**src/sv/pea_pkg.sv**
```systemverilog
`timescale 1ns / 1ps
`default_nettype none
// ----------------------------------------------------------------------------
// pea_pkg
// shared widths, types and defaults for the percentage error accumulator
// ----------------------------------------------------------------------------
package pea_pkg;

   localparam int DATA_W        = 32;   // signed q16.16 sample width
   localparam int NUM_W         = 33;   // numerator / denominator width
   localparam int RATIO_W       = 32;   // per-sample ratio width
   localparam int SUM_W         = 48;   // ratio accumulator width
   localparam int PCT_W         = 40;   // mean percentage width
   localparam int COUNT_OUT_W   = 17;   // reported sample count width
   localparam int PCT_SCALE_W   = SUM_W + 7;  // sum times one hundred

   localparam int DEF_FRAC_BITS   = 16;
   localparam int DEF_MAX_SAMPLES = 65536;

   localparam int QUEUE_DEPTH   = 2;
   localparam int QPTR_W        = $clog2(QUEUE_DEPTH);
   localparam int QFILL_W       = $clog2(QUEUE_DEPTH + 1);

   // metric selection
   localparam logic MODE_PLAIN     = 1'b0;
   localparam logic MODE_SYMMETRIC = 1'b1;

   // classified sample passed from front to back
   typedef struct packed {
      logic [DATA_W-1:0] a_mag;
      logic [DATA_W-1:0] p_mag;
      logic [DATA_W-1:0] d_mag;
      logic              mode;
      logic              skip;
      logic              last;
   } sample_type;

   typedef enum logic [2:0] {
      BK_IDLE,
      BK_PREP,
      BK_RATIO,
      BK_END,
      BK_PCT,
      BK_EMIT
   } back_state_type;

endpackage

`default_nettype wire

```
**src/sv/pea_front.sv**
```systemverilog
`timescale 1ns / 1ps
`default_nettype none
// ----------------------------------------------------------------------------
// pea_front
// takes magnitudes of the sample pair and flags zero-denominator samples
// ----------------------------------------------------------------------------
module pea_front import pea_pkg::*; (
   input  wire logic                     metric_mode,
   input  wire logic signed [DATA_W-1:0] actual_value,
   input  wire logic signed [DATA_W-1:0] predicted_value,
   input  wire logic                     series_end,
   output sample_type                    sample
);

   logic [DATA_W-1:0] a_raw;
   logic [DATA_W-1:0] p_raw;
   logic [DATA_W:0]   diff;
   logic              a_zero;
   logic              p_zero;

   assign a_raw  = actual_value;
   assign p_raw  = predicted_value;
   // 33-bit difference, never overflows
   assign diff   = {a_raw[DATA_W-1], a_raw} - {p_raw[DATA_W-1], p_raw};
   assign a_zero = (a_raw == '0);
   assign p_zero = (p_raw == '0);

   always_comb begin
      sample.a_mag = a_raw[DATA_W-1] ? (~a_raw + 1'b1) : a_raw;
      sample.p_mag = p_raw[DATA_W-1] ? (~p_raw + 1'b1) : p_raw;
      sample.d_mag = diff[DATA_W] ? DATA_W'(~diff + 1'b1) : diff[DATA_W-1:0];
      sample.mode  = metric_mode;
      // denominator zero: |a| alone, or |a|+|p|
      sample.skip  = (metric_mode == MODE_SYMMETRIC) ? (a_zero && p_zero) : a_zero;
      sample.last  = series_end;
   end

endmodule

`default_nettype wire

```
**src/sv/pea_queue.sv**
```systemverilog
`timescale 1ns / 1ps
`default_nettype none
// ----------------------------------------------------------------------------
// pea_queue
// short fifo of classified samples between front and back
// ----------------------------------------------------------------------------
module pea_queue import pea_pkg::*; (
   input  wire logic       clock,
   input  wire logic       reset,
   input  wire logic       push,
   input  wire sample_type push_data,
   output logic            full,
   input  wire logic       pop,
   output logic            not_empty,
   output sample_type      pop_data
);

   sample_type         entries_ff [QUEUE_DEPTH];
   logic [QPTR_W-1:0]  wr_ptr_ff, wr_ptr_in;
   logic [QPTR_W-1:0]  rd_ptr_ff, rd_ptr_in;
   logic [QFILL_W-1:0] fill_ff, fill_in;

   assign full      = (fill_ff == QFILL_W'(QUEUE_DEPTH));
   assign not_empty = (fill_ff != '0);
   assign pop_data  = entries_ff[rd_ptr_ff];

   always_comb begin
      wr_ptr_in = wr_ptr_ff;
      rd_ptr_in = rd_ptr_ff;
      fill_in   = fill_ff;
      if (push) begin
         wr_ptr_in = (wr_ptr_ff == QPTR_W'(QUEUE_DEPTH - 1)) ? '0 : wr_ptr_ff + 1'b1;
      end
      if (pop) begin
         rd_ptr_in = (rd_ptr_ff == QPTR_W'(QUEUE_DEPTH - 1)) ? '0 : rd_ptr_ff + 1'b1;
      end
      if (push && !pop) begin
         fill_in = fill_ff + 1'b1;
      end else if (pop && !push) begin
         fill_in = fill_ff - 1'b1;
      end
   end

   always_ff @(posedge clock) begin
      if (reset) begin
         wr_ptr_ff <= '0;
         rd_ptr_ff <= '0;
         fill_ff   <= '0;
      end else begin
         wr_ptr_ff <= wr_ptr_in;
         rd_ptr_ff <= rd_ptr_in;
         fill_ff   <= fill_in;
      end
   end

   always_ff @(posedge clock) begin
      if (push) begin
         entries_ff[wr_ptr_ff] <= push_data;
      end
   end

endmodule

`default_nettype wire

```
**src/sv/pea_div.sv**
```systemverilog
`timescale 1ns / 1ps
`default_nettype none
// ----------------------------------------------------------------------------
// pea_div
// restoring unsigned divider, one quotient bit per cycle
// ----------------------------------------------------------------------------
module pea_div import pea_pkg::*; #(
   parameter int DVD_W = PCT_SCALE_W,
   parameter int DVS_W = NUM_W
) (
   input  wire logic             clock,
   input  wire logic             reset,
   input  wire logic             start,
   input  wire logic [DVD_W-1:0] dividend,
   input  wire logic [DVS_W-1:0] divisor,
   output logic                  done,
   output logic [DVD_W-1:0]      quotient
);

   localparam int STEP_W = $clog2(DVD_W);

   logic [DVD_W-1:0]  dvd_ff, dvd_in;
   logic [DVS_W-1:0]  dvs_ff, dvs_in;
   logic [DVS_W-1:0]  rem_ff, rem_in;
   logic [STEP_W-1:0] step_ff, step_in;
   logic              busy_ff, busy_in;
   logic              done_ff, done_in;
   logic [DVS_W:0]    shifted;
   logic [DVS_W:0]    trial;

   assign shifted  = {rem_ff, dvd_ff[DVD_W-1]};
   assign trial    = shifted - {1'b0, dvs_ff};
   assign done     = done_ff;
   // quotient bits shift in behind the dividend
   assign quotient = dvd_ff;

   always_comb begin
      dvd_in  = dvd_ff;
      dvs_in  = dvs_ff;
      rem_in  = rem_ff;
      step_in = step_ff;
      busy_in = busy_ff;
      done_in = 1'b0;
      if (start) begin
         dvd_in  = dividend;
         dvs_in  = divisor;
         rem_in  = '0;
         step_in = '0;
         busy_in = 1'b1;
      end else if (busy_ff) begin
         if (!trial[DVS_W]) begin
            rem_in = trial[DVS_W-1:0];
            dvd_in = {dvd_ff[DVD_W-2:0], 1'b1};
         end else begin
            rem_in = shifted[DVS_W-1:0];
            dvd_in = {dvd_ff[DVD_W-2:0], 1'b0};
         end
         step_in = step_ff + 1'b1;
         if (step_ff == STEP_W'(DVD_W - 1)) begin
            busy_in = 1'b0;
            done_in = 1'b1;
         end
      end
   end

   always_ff @(posedge clock) begin
      if (reset) begin
         busy_ff <= 1'b0;
         done_ff <= 1'b0;
      end else begin
         busy_ff <= busy_in;
         done_ff <= done_in;
      end
   end

   always_ff @(posedge clock) begin
      dvd_ff  <= dvd_in;
      dvs_ff  <= dvs_in;
      rem_ff  <= rem_in;
      step_ff <= step_in;
   end

endmodule

`default_nettype wire

```
**src/sv/pea_back.sv**
```systemverilog
`timescale 1ns / 1ps
`default_nettype none
// ----------------------------------------------------------------------------
// pea_back
// per-sample ratio, accumulation and end-of-series mean with result register
// ----------------------------------------------------------------------------
module pea_back import pea_pkg::*; #(
   parameter int FRAC_BITS   = DEF_FRAC_BITS,
   parameter int MAX_SAMPLES = DEF_MAX_SAMPLES
) (
   input  wire logic                   clock,
   input  wire logic                   reset,
   input  wire logic                   q_not_empty,
   input  wire sample_type             q_data,
   output logic                        q_pop,
   output logic                        rsp_valid,
   input  wire logic                   rsp_ready,
   output logic [PCT_W-1:0]            rsp_error_percent,
   output logic                        rsp_result_defined,
   output logic [COUNT_OUT_W-1:0]      rsp_samples_used
);

   localparam int CNT_W   = $clog2(MAX_SAMPLES + 1);
   localparam int RDVD_W  = NUM_W + FRAC_BITS;
   localparam int DVD_W   = (RDVD_W > PCT_SCALE_W) ? RDVD_W : PCT_SCALE_W;
   localparam int DVS_W   = (CNT_W > NUM_W) ? CNT_W : NUM_W;

   back_state_type state_ff, state_in;

   sample_type         smp_ff;
   logic [SUM_W-1:0]   sum_ff, sum_in;
   logic [CNT_W-1:0]   count_ff, count_in;
   logic [PCT_W-1:0]   pct_ff;
   logic               rsp_valid_ff;
   logic [PCT_W-1:0]   rsp_pct_ff;
   logic               rsp_def_ff;
   logic [COUNT_OUT_W-1:0] rsp_cnt_ff;

   logic               count_full;
   logic               count_zero;
   logic               slot_free;
   logic               start_ratio;
   logic               start_pct;
   logic               acc_en;
   logic               pct_en;
   logic               emit;

   logic [NUM_W-1:0]   num;
   logic [NUM_W-1:0]   den;
   logic [DVD_W-1:0]   div_dividend;
   logic [DVS_W-1:0]   div_divisor;
   logic               div_done;
   logic [DVD_W-1:0]   div_quot;
   logic [RATIO_W-1:0] ratio;
   logic [SUM_W:0]     sum_add;
   logic [DVD_W-1:0]   sum_x100;

   assign count_full = (count_ff >= CNT_W'(MAX_SAMPLES));
   assign count_zero = (count_ff == '0);
   assign slot_free  = !rsp_valid_ff || rsp_ready;

   // numerator and denominator of the selected metric
   always_comb begin
      if (smp_ff.mode == MODE_SYMMETRIC) begin
         num = {smp_ff.d_mag, 1'b0};
         den = {1'b0, smp_ff.a_mag} + {1'b0, smp_ff.p_mag};
      end else begin
         num = {1'b0, smp_ff.d_mag};
         den = {1'b0, smp_ff.a_mag};
      end
   end

   // sum * 100 as 64 + 32 + 4
   assign sum_x100 = DVD_W'({sum_ff, 6'b0}) + DVD_W'({sum_ff, 5'b0})
                   + DVD_W'({sum_ff, 2'b0});

   always_comb begin
      if (start_pct) begin
         div_dividend = sum_x100;
         div_divisor  = DVS_W'(count_ff);
      end else begin
         div_dividend = DVD_W'({num, {FRAC_BITS{1'b0}}});
         div_divisor  = DVS_W'(den);
      end
   end

   pea_div #(
      .DVD_W (DVD_W),
      .DVS_W (DVS_W)
   ) u_div (
      .clock    (clock),
      .reset    (reset),
      .start    (start_ratio || start_pct),
      .dividend (div_dividend),
      .divisor  (div_divisor),
      .done     (div_done),
      .quotient (div_quot)
   );

   // ratio saturates at its 32-bit maximum, sum at 48 bits
   assign ratio   = (|div_quot[DVD_W-1:RATIO_W]) ? '1 : div_quot[RATIO_W-1:0];
   assign sum_add = {1'b0, sum_ff} + (SUM_W + 1)'(ratio);

   // next state
   always_comb begin
      state_in = state_ff;
      unique case (state_ff)
         BK_IDLE: begin
            if (q_not_empty) state_in = BK_PREP;
         end
         BK_PREP: begin
            if (smp_ff.skip || count_full) state_in = BK_END;
            else                           state_in = BK_RATIO;
         end
         BK_RATIO: begin
            if (div_done) state_in = BK_END;
         end
         BK_END: begin
            if (!smp_ff.last)    state_in = BK_IDLE;
            else if (count_zero) state_in = BK_EMIT;
            else                 state_in = BK_PCT;
         end
         BK_PCT: begin
            if (div_done) state_in = BK_EMIT;
         end
         BK_EMIT: begin
            if (slot_free) state_in = BK_IDLE;
         end
         default: state_in = BK_IDLE;
      endcase
   end

   // state outputs
   always_comb begin
      q_pop       = 1'b0;
      start_ratio = 1'b0;
      start_pct   = 1'b0;
      acc_en      = 1'b0;
      pct_en      = 1'b0;
      emit        = 1'b0;
      unique case (state_ff)
         BK_IDLE:  q_pop       = q_not_empty;
         BK_PREP:  start_ratio = !smp_ff.skip && !count_full;
         BK_RATIO: acc_en      = div_done;
         BK_END:   start_pct   = smp_ff.last && !count_zero;
         BK_PCT:   pct_en      = div_done;
         BK_EMIT:  emit        = slot_free;
         default: ;
      endcase
   end

   always_comb begin
      sum_in   = sum_ff;
      count_in = count_ff;
      if (emit) begin
         sum_in   = '0;
         count_in = '0;
      end else if (acc_en) begin
         sum_in   = sum_add[SUM_W] ? '1 : sum_add[SUM_W-1:0];
         count_in = count_ff + 1'b1;
      end
   end

   always_ff @(posedge clock) begin
      if (reset) begin
         state_ff     <= BK_IDLE;
         sum_ff       <= '0;
         count_ff     <= '0;
         rsp_valid_ff <= 1'b0;
      end else begin
         state_ff <= state_in;
         sum_ff   <= sum_in;
         count_ff <= count_in;
         if (emit)           rsp_valid_ff <= 1'b1;
         else if (rsp_ready) rsp_valid_ff <= 1'b0;
      end
   end

   always_ff @(posedge clock) begin
      if (q_pop) begin
         smp_ff <= q_data;
      end
      if (pct_en) begin
         pct_ff <= (|div_quot[DVD_W-1:PCT_W]) ? '1 : div_quot[PCT_W-1:0];
      end
      if (emit) begin
         rsp_pct_ff <= count_zero ? '0 : pct_ff;
         rsp_def_ff <= !count_zero;
         rsp_cnt_ff <= COUNT_OUT_W'(count_ff);
      end
   end

   assign rsp_valid          = rsp_valid_ff;
   assign rsp_error_percent  = rsp_pct_ff;
   assign rsp_result_defined = rsp_def_ff;
   assign rsp_samples_used   = rsp_cnt_ff;

endmodule

`default_nettype wire

```
**src/sv/percentage_error_accumulator.sv**
```systemverilog
`timescale 1ns / 1ps
`default_nettype none
// ----------------------------------------------------------------------------
// percentage_error_accumulator
// mean (symmetric) absolute percentage error over a series of sample pairs
// ----------------------------------------------------------------------------
// one word per sample pair; each used sample runs one serial divide of
// max(33 + FRAC_BITS, 55) steps
// the series-end word adds a second divide of the same width for the mean
// a 2-deep queue lets the front keep taking words while the back divides
// synchronous active-high reset clears the accumulators, queue, fsm and mode
module percentage_error_accumulator import pea_pkg::*; #(
   parameter int FRAC_BITS   = DEF_FRAC_BITS,
   parameter int MAX_SAMPLES = DEF_MAX_SAMPLES
) (
   input  wire logic                     clock,
   input  wire logic                     reset,
   // configuration, metric mode
   input  wire logic                     csr_wr_en,
   input  wire logic                     csr_wr_data,
   // sample pair words
   input  wire logic                     req_valid,
   output logic                          req_ready,
   input  wire logic signed [DATA_W-1:0] req_actual_value,
   input  wire logic signed [DATA_W-1:0] req_predicted_value,
   input  wire logic                     req_series_end,
   // result words
   output logic                          rsp_valid,
   input  wire logic                     rsp_ready,
   output logic [PCT_W-1:0]              rsp_error_percent,
   output logic                          rsp_result_defined,
   output logic [COUNT_OUT_W-1:0]        rsp_samples_used
);

   logic       metric_mode_ff;
   sample_type front_sample;
   sample_type queue_sample;
   logic       q_full;
   logic       q_not_empty;
   logic       q_pop;
   logic       req_accept;

   // mode register; the user must write it only between series, unchecked
   always_ff @(posedge clock) begin
      if (reset) begin
         metric_mode_ff <= MODE_PLAIN;
      end else if (csr_wr_en) begin
         metric_mode_ff <= csr_wr_data;
      end
   end

   // front: magnitudes and zero-denominator classification
   pea_front u_front (
      .metric_mode     (metric_mode_ff),
      .actual_value    (req_actual_value),
      .predicted_value (req_predicted_value),
      .series_end      (req_series_end),
      .sample          (front_sample)
   );

   assign req_ready  = !q_full;
   assign req_accept = req_valid && req_ready;

   // decoupling queue
   pea_queue u_queue (
      .clock     (clock),
      .reset     (reset),
      .push      (req_accept),
      .push_data (front_sample),
      .full      (q_full),
      .pop       (q_pop),
      .not_empty (q_not_empty),
      .pop_data  (queue_sample)
   );

   // back: ratio divide, accumulate, mean divide, result register
   pea_back #(
      .FRAC_BITS   (FRAC_BITS),
      .MAX_SAMPLES (MAX_SAMPLES)
   ) u_back (
      .clock              (clock),
      .reset              (reset),
      .q_not_empty        (q_not_empty),
      .q_data             (queue_sample),
      .q_pop              (q_pop),
      .rsp_valid          (rsp_valid),
      .rsp_ready          (rsp_ready),
      .rsp_error_percent  (rsp_error_percent),
      .rsp_result_defined (rsp_result_defined),
      .rsp_samples_used   (rsp_samples_used)
   );

endmodule

`default_nettype wire
```
**config.mk**
```make
export PLATFORM = sky130hd
export DESIGN_NAME = percentage_error_accumulator
export DESIGN_NICKNAME = d
export VERILOG_FILES = /design/src/sv/pea_pkg.sv /design/src/sv/pea_front.sv /design/src/sv/pea_queue.sv /design/src/sv/pea_div.sv /design/src/sv/pea_back.sv /design/src/sv/percentage_error_accumulator.sv
export SDC_FILE = /design/constraint.sdc
export NUM_CORES = 1
export LEC_CHECK = 0
export BUFFER_PORTS_ARGS = -buffer_cell sky130_fd_sc_hd__buf_2
export CORE_UTILIZATION = 43
export CTS_CLUSTER_SIZE = 16
export DETAILED_ROUTE_END_ITERATION = 6
export PLACE_DENSITY_LB_ADDON = 0.15
export SYNTH_ARGS = -nofsm -noshare
export SYNTH_HDL_FRONTEND = slang
export SYNTH_HIERARCHICAL = 1
export SYNTH_SLANG_ARGS = --single-unit
```
**constraint.sdc**
```tcl
create_clock -name clock -period 26.6 [get_ports clock]
set_input_delay 0 -clock clock [delete_from_list [all_inputs] [get_ports clock]]
set_output_delay 0 -clock clock [all_outputs]
set_load 0.02 [all_outputs]
```
==> impl_results.md, run 1 <==
* #FFs+latches synth at 599
* DIE HEIGHT at 293 µm
* Slew HR at 28.1%
* Status: finished, final reports clean
* Syn avg cell area at 10.8 µm²
* CTS Root Cell: clkbuf_16
* Post-synth cell types at 97
* Clk network pwr share at 26.0%
* Die Area at 86,100 µm²
* Setup TNS Final at 0 ns
* Max Freq at 192 MHz
* RSZ-0062 raised after global routing: no
* DR vias at 26,200
* Sw power at 0.00132 W
* Max Cap Viol at 0
* Final Cell Area at 41,400 µm²
* Starting density of the core at 43.6%
* Critical path class: register to register
* Detailed Place HPWL at 67,600 µm
* # setup viols final at 0
* Combinational power share at 35.9%
* Int Power at 0.00251 W
* Largest net degree at the start of global routing at 92
* Critical path arrival at 5.65 ns
* Grt ovf at 0
* Async set or reset register ratio after synthesis at 0%
* Clock skew at 0.0181 ns
* Clk slew on worst S/H paths at 0.06 ns
* Synth warn at 6
* Worst setup SP type: register
* Final #Nets at 3,882
* Fin. Hold Viols at 0
* Worst Setup SP: u_back/u_div/quotient[46]$_DFFE_PP_
* Synth top cells by count: 483 x edfxtp_1, 224 x a21oi_1, 215 x o21ai_0
* Peak supply drop at 0.0714 mV
* # clock sinks at 599
* Post-synthesis cell count at 3,393
* Post-synth EDFFs at 483
* H-tree depth at 3
* Number of I/O pins at 131
* Largest fanout on the critical path at 40
* Final core utilization at 49.4%
* Worst hold slack at 0.0735 ns
* Fin cells at 4,750
* Layout area overhead at 13.4%
* Share of cells above drive strength 1 at 14.3%
* Ys flop type: edfxtp_1
* Die W at 293 µm
* Standard-cell rows at 106
* 1st-pass router iterations at 5
* Clock Latency Late Sink at 0.61 ns
* Placed Area at 38,100 µm²
* Most common cell in the netlist: edfxtp_1
* Leakage Power at 15.9 nW
* Hold crit path type: input pin to register
* Fin crit share at 19.6%
* Seq/Total Area, Yosys at 46.1%
* Core ar. at 83,800 µm²
* Drt total wl at 92,200 µm
* Minimum clock period at 5.21 ns
* Vias per inst at 5.51
* First-pass GRT wire length at 144,000 µm
* Avg WL per Cell at 19.4 µm
* Placer Congestion at 0.895
* Crit Reg-Reg Startpoint: u_back/u_div/quotient[46]$_DFFE_PP_
* Sequential power share at 38.1%
* Post-Syn Area at 36,500 µm²
* PD cells at 92.5 nW/µm²
* Starting DRT DRC Count at 1,848
* Top cell type's share of synthesized area at 39.7%
* Hold Crit Start: req_predicted_value[31]
* CTS tree: done
* Switching share of power at 34.5%
* Synth area leaders: edfxtp_1 40%, ha_1 7.0%, dfxtp_1 6.4%, mux2_2 4.5%, xnor2_1 4.2%
* GRT Overall Usage at 21.4%
* Final Max Slew Viols at 0
* Port bufs at 130
* CTS buffer count at 71
* Longest Clk Path Bufs at 3
* Antenna violations before repair at 3
* DRC viols at 0
* Cell Count Post-Placement at 4,529
* Vias in the first global route at 25,200
* Cell taking the most area after synthesis: edfxtp_1
* Tightest Pin Transition at 1.07 ns
* Critical Path Sink Type: register
* Final ANT Viol Nets at 0
* Critical path required time at 27.04 ns
==> metal layers <==
| metal | track usage [%] | vias up | routed length, µm |
|---|---|---|---|
| li1 | - | 12900 | - |
| met1 | 31.5 | 12500 | 45300 |
| met2 | 32.0 | 586 | 39300 |
| met3 | 3.01 | 148 | 4520 |
| met4 | 7.57 | 0 | 3100 |
| met5 | 0 | - | 0 |
==> power by group through the flow <==
stage	registers (W)	clock network [W]	logic, W
2_1_floorplan	0.00144	0	0.00105
3_3_place_gp	0.00148	0	0.00135
3_5_place_dp	0.00148	0	0.00135
4_1_cts	0.00146	0.00102	0.00138
5_1_grt	0.00148	0.00106	0.00153
6_report	0.00146	0.000995	0.00138
==> what timing repair did <==
action / CTS / global route
hold endpoints to repair: 144 / 0
hold buffers: 90 / 0
setup endpoints to repair: 0 / 0
setup buffers: 0 / 0
resized for setup: 0 / 0
==> state kept, by name, summed over array words and instances, names as in the netlist, 17 cells and up, named ones only <==
name / count
u_queue/entries_ff: 198
u_back/u_div/dvs_ff: 33
u_back/smp_ff: 99
u_back/u_div/rem_ff: 33
u_back/count_ff: 17
u_back/pct_ff: 40
u_back/u_div/quotient: 55
u_back/sum_ff: 48
u_back/rsp_error_percent: 40
u_back/rsp_samples_used: 17
==> area by class of cell <==
class                      instances  area [µm²]
timing repair buffer             242        1720
multi-input combinational       2519       18600
fill                            7806       42400
inverter                         125         469
tap                             1134        1420
clock inverter                    33         405
clock buffer                      96        1990
sequential                       599       16800
antenna                            2        5.00
==> cells in the final DEF, fill, tap and decap left out, types with 52 or more instances in the layout <==
cell / synthesis / layout
xnor2_1: 176 / 175
buf_2: 25 / 130
a21oi_1: 224 / 224
mux2i_1: 60 / 60
dfxtp_1: 116 / 114
edfxtp_1: 483 / 483
a21o_1: 87 / 87
ha_1: 204 / 204
nor3_1: 61 / 59
dlygate4sd3_1: 0 / 90
a211oi_1: 52 / 52
inv_1: 125 / 124
and2_1: 57 / 56
xor2_1: 74 / 74
nand2_1: 206 / 206
nand3_1: 56 / 56
o21ai_0: 215 / 214
a31oi_1: 56 / 56
clkbuf_16: 0 / 73
nor2_1: 198 / 196
mux2_2: 147 / 147
nand2b_1: 58 / 58
==> worst max-delay path, stage by stage (launching register included) <==
cell and delay, ns:
edfxtp_1 0.38, nor4_1 0.32, nand4_1 0.20, buf_4 0.30, nor2_1 0.18, and3_1 0.18
buf_4 0.36, nand2b_1 0.13, ha_1 0.31, a211o_1 0.26, o211ai_1 0.14, a21oi_1 0.23
a21boi_2 0.28, o22ai_1 0.15, a2111oi_0 0.92, nor3_1 0.29, a311oi_1 0.33, a211oi_1 0.07
==> worst paths after layout <==
path              cells past startpoint                                   to  slack [ns]
hold / removal                        3  u_queue/entries_ff[0][36]$_DFFE_PP_        0.07
setup reg to reg                     17       u_back/sum_ff[47]$_SDFFE_PP0P_       21.39
setup / recovery                     17       u_back/sum_ff[47]$_SDFFE_PP0P_       21.39
hold reg to reg                       2  u_back/u_div/rem_ff[2]$_SDFFE_PP0P_        0.48
==> kinds of logic after synthesis <==
| kind of cell | count (synthesis) | synth area share (%) |
|---|---|---|
| AOI/OAI and AO/OA | 891 | 15.6 |
| xor gates and xnor gates | 250 | 6.00 |
| adders and majority gates | 253 | 9.67 |
| buffers and inverters | 276 | 3.23 |
| DFF | 599 | 46.1 |
| muxes | 218 | 6.63 |
| other | 1 | 0.0103 |
| and+or+nand+nor | 905 | 12.7 |
==> metrics by stage <==
step / worst slack, ns / total power [W]
after global routing: 20.93 / 0.00407
after detailed placement: 21.49 / 0.00283
after CTS: 21.48 / 0.00386
after floorplan: 17.72 / 0.00249
after global placement: 21.54 / 0.00283
final: 21.39 / 0.00383
No activity file was read; power rests on OpenSTA's default activity.
==> run 2, diff against run 1 <==
--- a/config.mk
+++ b/config.mk
@@ -5,6 +5,7 @@
 export SDC_FILE = /design/constraint.sdc
 export NUM_CORES = 1
 export LEC_CHECK = 0
+export ABC_AREA = 1
 export BUFFER_PORTS_ARGS = -buffer_cell sky130_fd_sc_hd__buf_2
 export CORE_UTILIZATION = 43
 export CTS_CLUSTER_SIZE = 16
==> constraint.sdc (replaced) <==
create_clock -name clock -period 5.4 [get_ports clock]
set_input_delay 0 -clock clock [delete_from_list [all_inputs] [get_ports clock]]
set_output_delay 0 -clock clock [all_outputs]
set_load 0.02 [all_outputs]
==> run 2 against run 1 <==
Compared with the run above:
- critical path depth grew 7
- power grew to 4.5 times the previous value
- maximum frequency up 27%
- combinational power grew to 4.1 times the previous value
- first-iteration DRC count is 46% higher
- hold slack improved by 0.044 ns
- core utilization decreased by 0.80 points
==> impl_results.md, run 2 <==
* Sw power at 0.00615 W
* Synth top cells by count: 1,730 x nand2_1, 837 x inv_1, 529 x nor2_1
* Fill cell count at 9,439
* Synth area leaders: edfxtp_1 35%, nand2_1 16%, inv_1 7.6%, ha_1 6.2%, dfxtp_1 5.6%
* 1st-pass router iterations at 6
* CTS buffer count at 69
* Post-Place Setup Slack at 1.25 ns
* Largest net degree at the start of global routing at 83
* # clock sinks at 599
* Sequential power share at 40.0%
* Final ANT Viol Nets at 0
* GRT Overall Usage at 25.4%
* Final Max Slew Viols at 0
* Synth warn at 6
* Post-synth EDFFs at 483
* Standard-cell rows at 113
* Critical path class: register to register
* Post-synthesis cell count at 5,356
* Fin. Hold Viols at 0
* Setup TNS Final at 0 ns
* Clk slew on worst S/H paths at 0.06 ns
* DR vias at 34,400
* Clk network pwr share at 26.9%
* Port bufs at 130
* Minimum clock period at 4.10 ns
* Clock skew at 0.0239 ns
* # setup viols final at 0
* Vias in the first global route at 32,700
* Max reg flops at 198
* Avg WL per Cell at 17.9 µm
* Worst reg2reg setup slack at 1.30 ns
* Hold crit path type: input pin to register
* First-pass GRT wire length at 190,000 µm
* Post-CTS setup buffer count at 0
* Hold Crit Start: req_predicted_value[1]
* Top cell type's share of synthesized area at 35.3%
* Seq/Total Area, Yosys at 40.9%
* Layout area overhead at 12.2%
* Worst setup SP type: register
* Max Cap Viol at 0
* Status: finished, final reports clean
* Worst reg2reg endpoint: u_back/sum_ff[1]$_SDFFE_PP0P_
* Worst hold slack at 0.117 ns
* CTS Hold Buffers Added at 85
* Register area at 16,800 µm²
* Drt total wl at 123,000 µm
* Crit Reg-Reg Startpoint: u_back/u_div/quotient[48]$_DFFE_PP_
* Core ar. at 94,900 µm²
* Commonest non-fill, non-tap cell in the layout: nand2_1
* Post-synth cell types at 61
* Detailed Place HPWL at 97,900 µm
* Syn avg cell area at 7.67 µm²
* Async set or reset register ratio after synthesis at 0%
* Longest Clk Path Bufs at 3
* Largest fanout on the critical path at 23
* Area of the multi-input gates at 20,600 µm²
* CTS Root Cell: clkbuf_16
* Number of I/O pins at 131
* Peak supply drop at 0.260 mV
* H-tree depth at 3
* Fin crit share at 75.8%
* Switching share of power at 36.1%
* Cell Count Post-Placement at 6,671
* CTS tree: done
* R2R cell count at 24
* Most frequent cells in the layout: 1,730 x nand2_1, 834 x inv_1, 522 x nor2_1, 483 x edfxtp_1, 289 x nand3_1
* Die Area at 96,800 µm²
* Critical path arrival at 4.63 ns
* Starting DRT DRC Count at 2,691
* Die W at 311 µm
* Combinational power share at 33.1%
* RSZ-0062 raised after global routing: no
* Critical path required time at 5.93 ns
* Most common cell in the netlist: nand2_1
* Slew HR at 29.6%
* Int Power at 0.0109 W
* Share of cells above drive strength 1 at 8.64%
* PnR worst setup slack at 1.30 ns
* Hold endpoint: u_queue/entries_ff[1][38]$_DFFE_PP_
* Hold path depth at 5
* Max Freq at 244 MHz
* DIE HEIGHT at 311 µm
* Final Power at 0.0171 W
* Critical-path top delay cell: inv_1
* PD cells at 370 nW/µm²
* Fin cells at 6,881
* #FFs+latches synth at 599
* Final #Nets at 5,886
* Clock Latency Late Sink at 0.64 ns
* Vias per inst at 5.00
* Leakage Power at 22.1 nW
* Critical path cell sequence: nor2_1, nand2_1, nor4_1, nand3_1, inv_1, nand2_1, ha_1, inv_1, fa_1, inv_1, nand3_1, nand3_2, nand2_2, nand2_4, nand2_2, nand2_2, nand2_2, nand2_4, nand2_4, nand2_4, inv_4, nand2_1, nand2_1, inv_1
* Cell taking the most area after synthesis: edfxtp_1
* CTS resizes at 0
* Placer Congestion at 0.964
* Top reg by flops: u_queue/entries_ff
* Post-Syn Area at 41,100 µm²
* Critical Path Sink Type: register
* DRC viols at 0
* Starting density of the core at 43.3%
* Grt ovf at 0
* Tightest Pin Transition at 1.06 ns
* Antenna violations before repair at 1
* Delay of the slowest critical-path stage at 0.56 ns
* Ys flop type: edfxtp_1
-- run 2: cell types whose count changed after synthesis, sizes merged, moves of 49 or more --
| cell | previous run | this run |
|---|---|---|
| nand2 | 206 | 1760 |
| inv | 125 | 853 |
| nor2 | 198 | 549 |
| nand3 | 58 | 300 |
| xnor2 | 176 | 55 |
| a21o | 88 | 5 |
| mux2i | 60 | 0 |
| mux2 | 158 | 99 |
| nand2b | 58 | 0 |
| a211oi | 54 | 0 |
| o21ai | 235 | 181 |
| clkbuf | 104 | 53 |
| a31oi | 56 | 7 |
-- run 2: power groups by stage --
stage          Clock, W  Combinational (W)  Sequential [W]
6_report        0.00459            0.00564         0.00682
3_5_place_dp          0            0.00553         0.00692
5_1_grt         0.00488            0.00633         0.00691
4_1_cts         0.00470            0.00562         0.00683
2_1_floorplan         0            0.00397         0.00678
3_3_place_gp          0            0.00554         0.00689
-- run 2: cells by family (layout without fill, tap and decap cells) --
kind of cell	count (synthesis)	in the layout	synth area share, %
AOI/OAI and AO/OA	502	502	6.92
and+or+nand+nor	2773	2773	27.9
buffers and inverters	961	1219	9.15
other	1	3	0.00912
adders and majority gates	253	253	8.60
DFF	599	599	40.9
muxes	99	99	2.80
xor gates and xnor gates	168	168	3.65
-- run 2: layout make-up --
cell class / count / area share [%]
Multi-Input combinational cell: 3797 / 44.6
Sequential cell: 599 / 36.5
Inverter: 856 / 6.98
Clock buffer: 93 / 4.08
Tap cell: 1265 / 3.43
Timing Repair Buffer: 239 / 3.70
Antenna cell: 1 / 0.00543
Clock inverter: 31 / 0.670
-- run 2: worst max-delay path by stage --
stage / slack, ns / startpoint / end
6_report: 1.30 / u_back/u_div/quotient[48]$_DFFE_PP_ / u_back/sum_ff[1]$_SDFFE_PP0P_
5_1_grt: 0.76 / u_back/u_div/quotient[48]$_DFFE_PP_ / u_back/sum_ff[1]$_SDFFE_PP0P_
4_1_cts: 1.22 / u_back/u_div/quotient[45]$_DFFE_PP_ / u_back/sum_ff[1]$_SDFFE_PP0P_
3_5_place_dp: 1.25 / u_back/u_div/quotient[45]$_DFFE_PP_ / u_back/sum_ff[1]$_SDFFE_PP0P_
3_3_place_gp: 1.29 / u_back/u_div/quotient[45]$_DFFE_PP_ / u_back/sum_ff[1]$_SDFFE_PP0P_
2_1_floorplan: 0.04 / u_queue/fill_ff[1]$_SDFFE_PP0P_ / u_queue/entries_ff[0][0]$_DFFE_PP_
-- run 2: critical path: cells and delay by family (launching register included) --
kind	cells	cell delay, ns
adders and majority gates	2	0.49
buffers and inverters	5	1.20
DFF	1	0.40
and+or+nand+nor	17	1.89
-- run 2: metrics by stage --
| step | instance area [µm²] | utilization (%) |
|---|---|---|
| 2_1_floorplan | 41100 | - |
| 3_3_place_gp | 43100 | 45.4 |
| 3_5_place_dp | 43100 | 45.4 |
| 4_1_cts | 46100 | 48.6 |
| 5_1_grt | 46100 | 48.6 |
| 6_report | 46100 | 48.6 |
-- run 2: per-layer routing --
layer  part of all wire [%]  track usage [%]
met5                      0                0
met2                     43             38.8
met1                     50             37.9
met4                    2.3             6.40
met3                    4.5             2.99
